## config.mk

```make
export PLATFORM = sky130hd
export DESIGN_NAME = scm_mul
export DESIGN_NICKNAME = d
export VERILOG_FILES = /design/src/assert_macros.svh /design/src/scm_mul.sv
export SDC_FILE = /design/constraint.sdc
export NUM_CORES = 2
export LEC_CHECK = 0
export BUFFER_PORTS_ARGS = -buffer_cell sky130_fd_sc_hd__buf_2
export CELL_PAD_IN_SITES_DETAIL_PLACEMENT = 1
export CELL_PAD_IN_SITES_GLOBAL_PLACEMENT = 2
export CORE_MARGIN = 1
export CORE_UTILIZATION = 46
export DETAILED_ROUTE_END_ITERATION = 10
export GPL_TIMING_DRIVEN = 0
export MAX_ROUTING_LAYER = met4
export PLACE_DENSITY = 0.94
export SYNTH_ARGS = -nofsm -noshare
export SYNTH_HDL_FRONTEND = slang
export SYNTH_SLANG_ARGS = --single-unit
```

## constraint.sdc

```tcl
create_clock -name i_clk -period 17.3 [get_ports i_clk]
set_clock_uncertainty 0.05 [all_clocks]
set_input_delay 5.19 -clock i_clk [delete_from_list [all_inputs] [get_ports i_clk]]
set_output_delay 5.19 -clock i_clk [all_outputs]
set_load 0.02 [all_outputs]
```

## src/assert_macros.svh

```systemverilog
// Assertion macros for the RTL files; only the top level includes them.
// Needs a clock named i_clk and an active-low reset named i_rst_n in scope.
`ifndef ASSERT_MACROS_SVH
`define ASSERT_MACROS_SVH

// Check a property on every clock edge outside reset.
`define ASSERT_CLK(label, prop, msg) \
    label: assert property (@(posedge i_clk) disable iff (!i_rst_n) prop) else $error(msg);

// Check a property on every clock edge, reset included.
`define ASSERT_ALWAYS(label, prop, msg) \
    label: assert property (@(posedge i_clk) prop) else $error(msg);

`endif

```

## src/scm_mul.sv

```systemverilog
// Shared 32 x 32 unsigned multiplier with a registered product.
// Depends on nothing; operands are chosen by the sequencer in the top level.
module scm_mul (
    input  logic        i_clk,
    input  logic [31:0] i_a,
    input  logic [31:0] i_b,
    output logic [63:0] o_prod
);
    logic [63:0] r_prod;

    always_ff @(posedge i_clk) begin
        r_prod <= 64'(i_a) * 64'(i_b);
    end

    assign o_prod = r_prod;
endmodule

```

==> results_dict.tcl <==
set metrics [dict create \
    cts_buffer_depth 2 \
    yosysWarnings 0 \
    yosys-top-cells-area "fa_1 (52%), and2_1 (11%), ha_1 (9.5%)" \
    wl_per_cell_um 27.2 \
    dieArea_um2 76500 \
    drv_slew 0 \
    worstMarginPinSlew_ns 1.29 \
    globalplace.congestion 1.08 \
    grt_start_max_net_pins 13 \
    drt-pass1-iter-count 5 \
    maxCapViolCount 0 \
    largest_reg_flops 64 \
    grt_remaining_overflow 0 \
    cts-hold-fix-buffers 0 \
    synth_edf_count 0 \
    drt-total-wl_mm 133 \
    fmax_ghz 0.0740 \
    arrival_ns 13.74 \
    critPathRequiredTime_ns 17.52 \
    io_pins 129 \
    fin_nets 5111 \
    synth_nets 4972 \
    tns_ns 0 \
    worstSetupEndpointType "flip-flop" \
    placementRows 100 \
    syn_area_um2 34700 \
    drc 0 \
    synth-async-reset-ratio_pct 0 \
    layout-drive-gt1-share_pct 4.29 \
    status "completed" \
    final_cell_mix "fa_1 (896), inv_1 (865), and2_1 (602)" \
    drtIter0Drc 2168 \
    cts_resized 0 \
    ant_nets 0 \
    htreeDepth 3 \
    synth.distinct_cells 57 \
    final_common_cell "fa_1" \
    ys.flop_type "dfxtp_1" \
    synth_top_area_share_pct 51.7 \
    relSlewSlack_pct 14.3 \
    hold_violations 0 \
    syn-instance-count 3748 \
    numCtsBuffers 9 \
    grt_pass1_vias 30800 \
    viasPerCell 5.62 \
    port_buffers 128 \
    cp_max_fo 10 \
    yosysSeqAreaShare_pct 3.69 \
    root_buffer "clkbuf_16" \
    path_class "primary input to flip-flop" \
    start_kind "primary input" \
    detailed_place_hpwl_mm 116 \
    synth_top_area_cell "fa_1" \
    dpl_cell_area_um2 36500 \
    hold_path_class "primary input to flip-flop" \
    min_period_ns 13.52 \
    initial_core_util_pct 46.5 \
    crit_slowest_cell "clkbuf_1" \
    vias 27400 \
    cp_slowest_stage_delay_ns 0.95 \
    die_y_um 277 \
    finalSetupViolations 0 \
    ys_ff_latch 64 \
    num-fill-cells 8730 \
    avgSynthCellArea_um2 9.25 \
    grt_pass1_wl_mm 197 \
    clk_pin_slew_ns 0.06 \
    antenna_found_initial 15 \
    grtUsageTotal_pct 36.6 \
    core-area_um2 74600 \
    design_area_um2 36900 \
    rsz0062_at_grt "no" \
    cts_setup_buffers 0 \
    cts_tree "yes" \
    cts_sinks 64 \
    path_common_cell "fa_1" \
    fin_crit_sh_pct 78.2 \
    syn_to_final_growth_pct 6.29 \
    die_x_um 277 \
]
==> worst max-delay path: cells and delay by family <==
kind                     cells  cell delay [ns]
AO/OA/AOI/OAI                4             1.01
XOR/XNOR                     1             0.19
adder cells (fa/ha/maj)      9             4.49
buffers and inverters        8             1.60
AND/OR/NAND/NOR              4             1.23
==> cells in the mapped netlist (3+ instances only) <==
library cell	count
fa_1	896
inv_1	865
and2_1	602
nand2_1	480
ha_1	263
clkbuf_1	213
dfxtp_1	64
a21oi_1	63
a21o_1	40
xnor2_1	35
xor2_1	25
nand4_1	23
o21ai_0	21
nor2_1	20
and3_1	14
a31oi_1	12
nand3_1	10
o21bai_1	10
o21a_1	9
nor3_1	7
buf_2	6
o21ai_1	5
a221o_1	4
a211oi_1	3
a21boi_1	3
a21oi_2	3
a221oi_4	3
and4_1	3
o221ai_1	3
o31ai_4	3
or2_2	3
or3_1	3
or4_1	3
==> metrics by stage <==
stage / setup slack [ns] / utilization, % / hold WS, ns / instances
2_1_floorplan: 5.31 / - / 5.27 / 3748
3_3_place_gp: 3.59 / 49.0 / 5.48 / 4845
3_5_place_dp: 3.53 / 49.0 / 5.48 / 4845
4_1_cts: 3.87 / 49.4 / 5.12 / 4861
5_1_grt: 3.59 / 49.4 / 5.14 / 4866
6_report: 3.78 / 49.4 / 5.14 / 4870
==> per-layer routing <==
metal	part of all wire (%)	vias up	global-route usage, %	routed length (µm)
met4	7.9	0	22.5	10500
li1	-	11100	-	-
met1	37	14500	43.9	48600
met5	0	-	-	0
met3	8.1	417	5.57	10700
met2	47	1325	58.2	62900
==> kinds of logic after synthesis <==
family          after synthesis  share of synthesized area, %
fa+ha+maj                  1159                          61.2
compound gates              202                          4.15
mux                           1                        0.0289
buf+inv                    1085                          11.8
simple gates               1177                          17.6
xor+xnor                     60                          1.52
flops                        64                          3.69
==> cell type report <==
| type | instances | area (µm²) | share of cell area, % |
|---|---|---|---|
| repair buffers | 128 | 641 | 1.74 |
| clock buffers | 10 | 239 | 0.648 |
| multi-input cells | 2599 | 29300 | 79.5 |
| inverters | 865 | 3250 | 8.81 |
| well taps | 969 | 1210 | 3.29 |
| plain buffers | 220 | 833 | 2.26 |
| clock inverters | 6 | 67.6 | 0.183 |
| diodes | 9 | 22.5 | 0.0611 |
| flip-flops and latches | 64 | 1280 | 3.48 |
==> path summary, 6_finish.rpt <==
check,from,to,slack (ns),cells after the start
worst min-delay path,i_b[0],o_prod[0]$_DFF_P_,5.14,2
worst max-delay path,i_a[20],o_prod[62]$_DFF_P_,3.78,26
Power is not shown: default switching activity piles up to over one toggle a cycle in this logic, so the estimate is an artifact.
