--- src/assert_macros.svh ---
// Assertion macros for the RTL files; only the top level includes them.
// Needs a clock named i_clk and an active-low reset named i_rst_n in scope.
`ifndef ASSERT_MACROS_SVH
`define ASSERT_MACROS_SVH

// Check a property on every clock edge outside reset.
`define ASSERT_CLK(label, prop, msg) \
    label: assert property (@(posedge i_clk) disable iff (!i_rst_n) prop) else $error(msg);

// Check a property on every clock edge, reset included.
`define ASSERT_ALWAYS(label, prop, msg) \
    label: assert property (@(posedge i_clk) prop) else $error(msg);

`endif

--- src/scm_pkg.sv ---
// Shared types and constants of the spectral compression mask.
// No dependencies; used by the top level and scm_rdiv.
package scm_pkg;

    localparam int FFT_SIZE  = 4096;
    localparam int NUM_BINS  = FFT_SIZE / 2 + 1;
    localparam int LAST_BIN  = FFT_SIZE / 2;
    localparam int BIN_AW    = $clog2(NUM_BINS);
    localparam int MAG_W     = 28;
    localparam int ROOT_W    = 58;
    localparam int QUO_W     = 49;
    localparam int ROOT_STEPS = 28;
    localparam int DIV_STEPS  = 49;

    typedef logic [BIN_AW-1:0] t_addr;

    typedef enum logic [1:0] {
        REG_PEAK_DECAY = 2'd0,
        REG_RED_DECAY  = 2'd1,
        REG_EQ_ENABLE  = 2'd2,
        REG_EQ_PREAMP  = 2'd3
    } t_reg;

    typedef enum logic {
        OP_ROOT = 1'b0,
        OP_DIV  = 1'b1
    } t_op;

    typedef struct packed {
        logic start;
        t_op  op;
    } t_rd_req;

endpackage

--- src/scm_rdiv.sv ---
// Iterative square root and restoring divider (2^48 / divisor), one bit a cycle.
// Depends on scm_pkg.
module scm_rdiv (
    input  logic                             i_clk,
    input  logic                             i_rst_n,
    input  scm_pkg::t_rd_req                 i_req,
    input  logic [55:0]                      i_radicand,
    input  logic [scm_pkg::MAG_W-1:0]        i_divisor,
    output logic                             o_done,
    output logic [scm_pkg::QUO_W-1:0]        o_result
);
    logic                              r_busy, n_busy;
    logic                              r_done, n_done;
    scm_pkg::t_op                      r_op, n_op;
    logic [5:0]                        r_cnt, n_cnt;
    logic [scm_pkg::ROOT_W-1:0]        r_v, n_v;
    logic [scm_pkg::ROOT_W-1:0]        r_res, n_res;
    logic [scm_pkg::ROOT_W-1:0]        r_bit, n_bit;
    logic [scm_pkg::MAG_W:0]           r_rem, n_rem;
    logic [scm_pkg::QUO_W-1:0]         r_quo, n_quo;
    logic [scm_pkg::QUO_W-1:0]         r_dvd, n_dvd;
    logic [scm_pkg::MAG_W-1:0]         r_dvs, n_dvs;
    logic [scm_pkg::ROOT_W-1:0]        w_trial;
    logic [scm_pkg::MAG_W:0]           w_rem2;

    always_comb begin
        n_busy = r_busy;
        n_done = 1'b0;
        n_op   = r_op;
        n_cnt  = r_cnt;
        n_v    = r_v;
        n_res  = r_res;
        n_bit  = r_bit;
        n_rem  = r_rem;
        n_quo  = r_quo;
        n_dvd  = r_dvd;
        n_dvs  = r_dvs;
        w_trial = r_res + r_bit;
        w_rem2  = {r_rem[scm_pkg::MAG_W-1:0], r_dvd[scm_pkg::QUO_W-1]};
        if (i_req.start) begin
            n_busy = 1'b1;
            n_op   = i_req.op;
            n_v    = scm_pkg::ROOT_W'(i_radicand);
            n_res  = '0;
            n_bit  = scm_pkg::ROOT_W'(1) << 54;
            n_rem  = '0;
            n_quo  = '0;
            n_dvd  = scm_pkg::QUO_W'(1) << 48;
            n_dvs  = i_divisor;
            n_cnt  = (i_req.op == scm_pkg::OP_ROOT) ? 6'(scm_pkg::ROOT_STEPS - 1)
                                                    : 6'(scm_pkg::DIV_STEPS - 1);
        end else if (r_busy) begin
            if (r_op == scm_pkg::OP_ROOT) begin
                if (r_v >= w_trial) begin
                    n_v   = r_v - w_trial;
                    n_res = (r_res >> 1) + r_bit;
                end else begin
                    n_res = r_res >> 1;
                end
                n_bit = r_bit >> 2;
            end else begin
                // shift in the next dividend bit, subtract when it fits
                n_dvd = r_dvd << 1;
                if (w_rem2 >= {1'b0, r_dvs}) begin
                    n_rem = w_rem2 - {1'b0, r_dvs};
                    n_quo = {r_quo[scm_pkg::QUO_W-2:0], 1'b1};
                end else begin
                    n_rem = w_rem2;
                    n_quo = {r_quo[scm_pkg::QUO_W-2:0], 1'b0};
                end
            end
            if (r_cnt == 6'd0) begin
                n_busy = 1'b0;
                n_done = 1'b1;
            end else begin
                n_cnt = r_cnt - 6'd1;
            end
        end
    end

    always_ff @(posedge i_clk) begin
        if (!i_rst_n) begin
            r_busy <= 1'b0;
            r_done <= 1'b0;
        end else begin
            r_busy <= n_busy;
            r_done <= n_done;
        end
        r_op  <= n_op;
        r_cnt <= n_cnt;
        r_v   <= n_v;
        r_res <= n_res;
        r_bit <= n_bit;
        r_rem <= n_rem;
        r_quo <= n_quo;
        r_dvd <= n_dvd;
        r_dvs <= n_dvs;
    end

    assign o_done   = r_done;
    assign o_result = (r_op == scm_pkg::OP_ROOT) ? scm_pkg::QUO_W'(r_res) : r_quo;
endmodule
--- config.mk ---
export PLATFORM = sky130hd
export DESIGN_NAME = scm_rdiv
export DESIGN_NICKNAME = d
export VERILOG_FILES = /design/src/assert_macros.svh /design/src/scm_pkg.sv /design/src/scm_rdiv.sv
export SDC_FILE = /design/constraint.sdc
export NUM_CORES = 1
export LEC_CHECK = 0
export ABC_AREA = 1
export BUFFER_PORTS_ARGS = -buffer_cell sky130_fd_sc_hd__buf_2
export CAP_MARGIN = 20
export CORE_MARGIN = 1.5
export CORE_UTILIZATION = 50
export DETAILED_ROUTE_END_ITERATION = 8
export PLACE_DENSITY_LB_ADDON = 0.05
export SLEW_MARGIN = 30
export SYNTH_ARGS = -nofsm -noshare
export SYNTH_HDL_FRONTEND = slang
export SYNTH_SLANG_ARGS = --single-unit
--- constraint.sdc ---
create_clock -name i_clk -period 9.9 [get_ports i_clk]
set_clock_uncertainty 0.1 [all_clocks]
set_input_delay 1.98 -clock i_clk [delete_from_list [all_inputs] [get_ports i_clk]]
set_output_delay 1.98 -clock i_clk [all_outputs]
set_load 0.005 [all_outputs]
==> flow_summary.ini <==
[pwr]
internal_power_w = 0.00258
p_leak_nw = 12.0
sequentialPowerShare = 0.302
switching_share = 0.431
p_per_area_nw_per_um2 = 173
p_clk_frac = 0.274
ir_drop_uv = 141
power_switching_w = 0.00196
pwr-share-comb = 0.425

[sta]
min_period_ns = 6.05
maxSlewViolCount = 0
setup_ws_ns = 3.85
relSlewSlack = 0.368
hold_slack_ns = 0.371
setup_violations = 0
worst_slew_pin_slew_ns = 0.944
hold_viol = 0
tns_ns = 0
finalCritPeriodShare = 0.611
rsz0062_at_grt = false
fmax_mhz = 165

[routing]
wl_per_cell_um = 19.4
dr.first_iter.drc_count = 2724
drt_first_pass_iters = 6
wirelength_um = 91400
ant_nets = 0
drc = 0
vias_per_cell = 5.59
vias = 26400

[worst_setup_path]
critPathSlowestCell = buf_4
crit_family = simple AND/OR/NAND/NOR gates
critPathBufInv = 3
crit-reg2reg-capture = r_res[13]
r2r-start = r_res[0]
worstPathArrival_ns = 6.40
end_kind = flip-flop
crit_top_cell = nand2_1
crit_path_start_kind = flip-flop
required_ns = 10.25
critPathCapture = r_res[13]
reg2regPathDepth = 26
startpoint = r_res[0]
path_max_fanout = 81
r2r_setup_slack_ns = 3.85
path_depth = 26
critPathMaxStageDelay_ns = 0.67
criticalPathCategory = reg2reg

[run]
max_cap_viol_count = 0

[cells_and_area]
nNetsFinal = 4318
finalNonFillerCells = 4722
design_area_um2 = 26200
fill_cells = 5049
areaGrowthSynthToFinish_pct = 9.04
layout-drive-gt1-share = 0.0685
multi_input_area_um2 = 15300
ff_latch_area_um2 = 6100

[synthesis]
synth_common_cells = nand2_1 (1176), inv_1 (565), nor2_1 (446)
synth_compound_area_frac = 0.145
ys_types = 50
synth.net_count = 4239
ys_warn_count = 0
synth_top_family_by_area = simple AND/OR/NAND/NOR gates
synth.most_common_cell = nand2_1
syn_avg_cell_area_um2 = 6.00
muxShareOfSynthArea = 0
synth_edf_count = 91
ys_seq_area_frac = 0.254
synth_seq_cells = 259
synth_top_area_cell = nand2_1
ys_top_cells_by_area = nand2_1 (18%), dfxtp_1 (14%), edfxtp_1 (11%)
synth_top_area_share = 0.184
synthArstFlopShare = 0
synth-xor-area-share = 0.0335
synth-adder-area-share = 0.0777
syn_inst = 4003
synth-main-ff-cell = dfxtp_1
synth-simple-area-share = 0.378
syn_area_um2 = 24000

[clock_network]
cts_resized = 0
cts_tree = yes
clockBufferDepth = 3
clk_latency_ns = 0.57
path_clk_slew_ns = 0.05
cts_buffers = 34
cts_setup_buffers = 0
clock-root-buffer = clkbuf_16
cts.sinks = 259
ctsHoldBuffers = 0
h-tree-depth = 2

[global_route]
grt_util_all_layers = 0.361
grt_pass1_vias = 23500
grt_max_degree = 96
antenna_found_initial = 5
grt_pass1_wl_um = 138000
grt_overflow_total = 0

[placed_design]
dpl.cell_count = 4661
place.gp.congestion = 1.05
numPortBuffers = 137
placed_area_um2 = 25100
pre_cts_slack_ns = 4.04
hpwlAfterDp_um = 73300

[run_status]
status = completed

[floorplanning]
die_x_um = 222
coreArea_um2 = 47500
num_rows = 80
initial_core_util = 0.506
die_h_um = 222
ios = 138
die_area_um2 = 49400

[hold_path]
hp-class = reg2reg
worst register-to-register path, delay by kind of cell (launching register included):
kind | cells | cell delay, ns
buffers and inverters | 3 | 0.81
AOI/OAI and AO/OA | 4 | 1.23
adders and majority gates | 3 | 0.98
xor gates and xnor gates | 1 | 0.10
DFF | 1 | 0.58
and+or+nand+nor | 15 | 2.15
metal layers:
metal / track usage / vias to the layer above / part of all wire
met2: 0.554 / 1151 / 0.43
met3: 0.0738 / 141 / 0.096
met1: 0.507 / 12000 / 0.45
met4: 0.113 / 0 / 0.031
met5: 0 / - / 0
li1: - / 13100 / -
layout make-up:
type | instances | area share
multi-input combinational | 3052 | 0.582
antenna | 2 | 0.000191
sequential | 259 | 0.233
timing repair buffer | 151 | 0.0304
clock buffer | 41 | 0.0355
clock inverter | 18 | 0.00602
inverter | 584 | 0.0837
tap | 615 | 0.0294
cells by family after synthesis:
logic type,after synthesis
flip-flops,259
XOR/XNOR,92
AND/OR/NAND/NOR,2168
AO/OA/AOI/OAI,644
adder cells (fa/ha/maj),148
buffers and inverters,692
power groups by stage:
stage                     clock network, W  registers (W)  logic (W)
after floorplan                          0        0.00132    0.00139
final                              0.00124        0.00137    0.00193
after CTS                          0.00126        0.00136    0.00189
after global placement                   0        0.00139    0.00187
after detailed placement                 0        0.00138    0.00188
after global routing               0.00130        0.00138    0.00213
worst min-delay path by stage:
stage / from / endpoint / slack (ns) / cells past startpoint
3_5_place_dp: r_quo[20] / r_quo[20] / 0.36 / 2
6_report: r_quo[33] / r_quo[33] / 0.37 / 2
2_1_floorplan: r_quo[30] / r_quo[30] / 0.34 / 2
4_1_cts: r_quo[33] / r_quo[33] / 0.37 / 2
3_3_place_gp: r_quo[33] / r_quo[33] / 0.36 / 2
5_1_grt: r_quo[20] / r_quo[20] / 0.38 / 2
layout by cell type (no fill, tap or decap), types with 4 or more instances in the layout:
| master | synthesis | final |
|---|---|---|
| a211oi_1 | 26 | 26 |
| a21o_1 | 11 | 11 |
| a21oi_1 | 275 | 275 |
| a21oi_2 | 4 | 4 |
| a31oi_1 | 10 | 10 |
| buf_2 | 14 | 136 |
| buf_4 | 6 | 14 |
| clkbuf_1 | 76 | 4 |
| clkbuf_16 | 0 | 36 |
| clkinv_1 | 0 | 6 |
| clkinv_2 | 0 | 6 |
| dfxtp_1 | 168 | 168 |
| edfxtp_1 | 91 | 91 |
| ha_1 | 146 | 146 |
| inv_1 | 565 | 563 |
| inv_2 | 19 | 20 |
| nand2_1 | 1176 | 1174 |
| nand2_2 | 7 | 9 |
| nand3_1 | 357 | 357 |
| nand3b_1 | 21 | 21 |
| nand4_1 | 57 | 57 |
| nor2_1 | 446 | 445 |
| nor2_2 | 8 | 8 |
| nor2_4 | 5 | 6 |
| nor3_1 | 50 | 50 |
| nor4_1 | 5 | 5 |
| o211ai_1 | 6 | 6 |
| o21a_1 | 5 | 5 |
| o21ai_0 | 265 | 265 |
| o21bai_1 | 27 | 27 |
| or2_2 | 22 | 22 |
| xnor2_1 | 41 | 41 |
| xor2_1 | 51 | 51 |
state kept, by name (all words and copies together) (netlist names):
name    count
r_busy      1
r_rem      28
r_dvd       1
r_dvs      28
r_res      58
o_done      1
r_cnt       6
r_quo      49
r_op        1
r_bit      28
r_v        58
stage by stage:
stage / total power, W / util
floorplan: 0.00271 / -
global route: 0.00480 / 0.551
detailed placement: 0.00326 / 0.528
CTS: 0.00452 / 0.551
global placement: 0.00326 / 0.528
finish: 0.00454 / 0.551
Power figures use the tool's default switching activity.
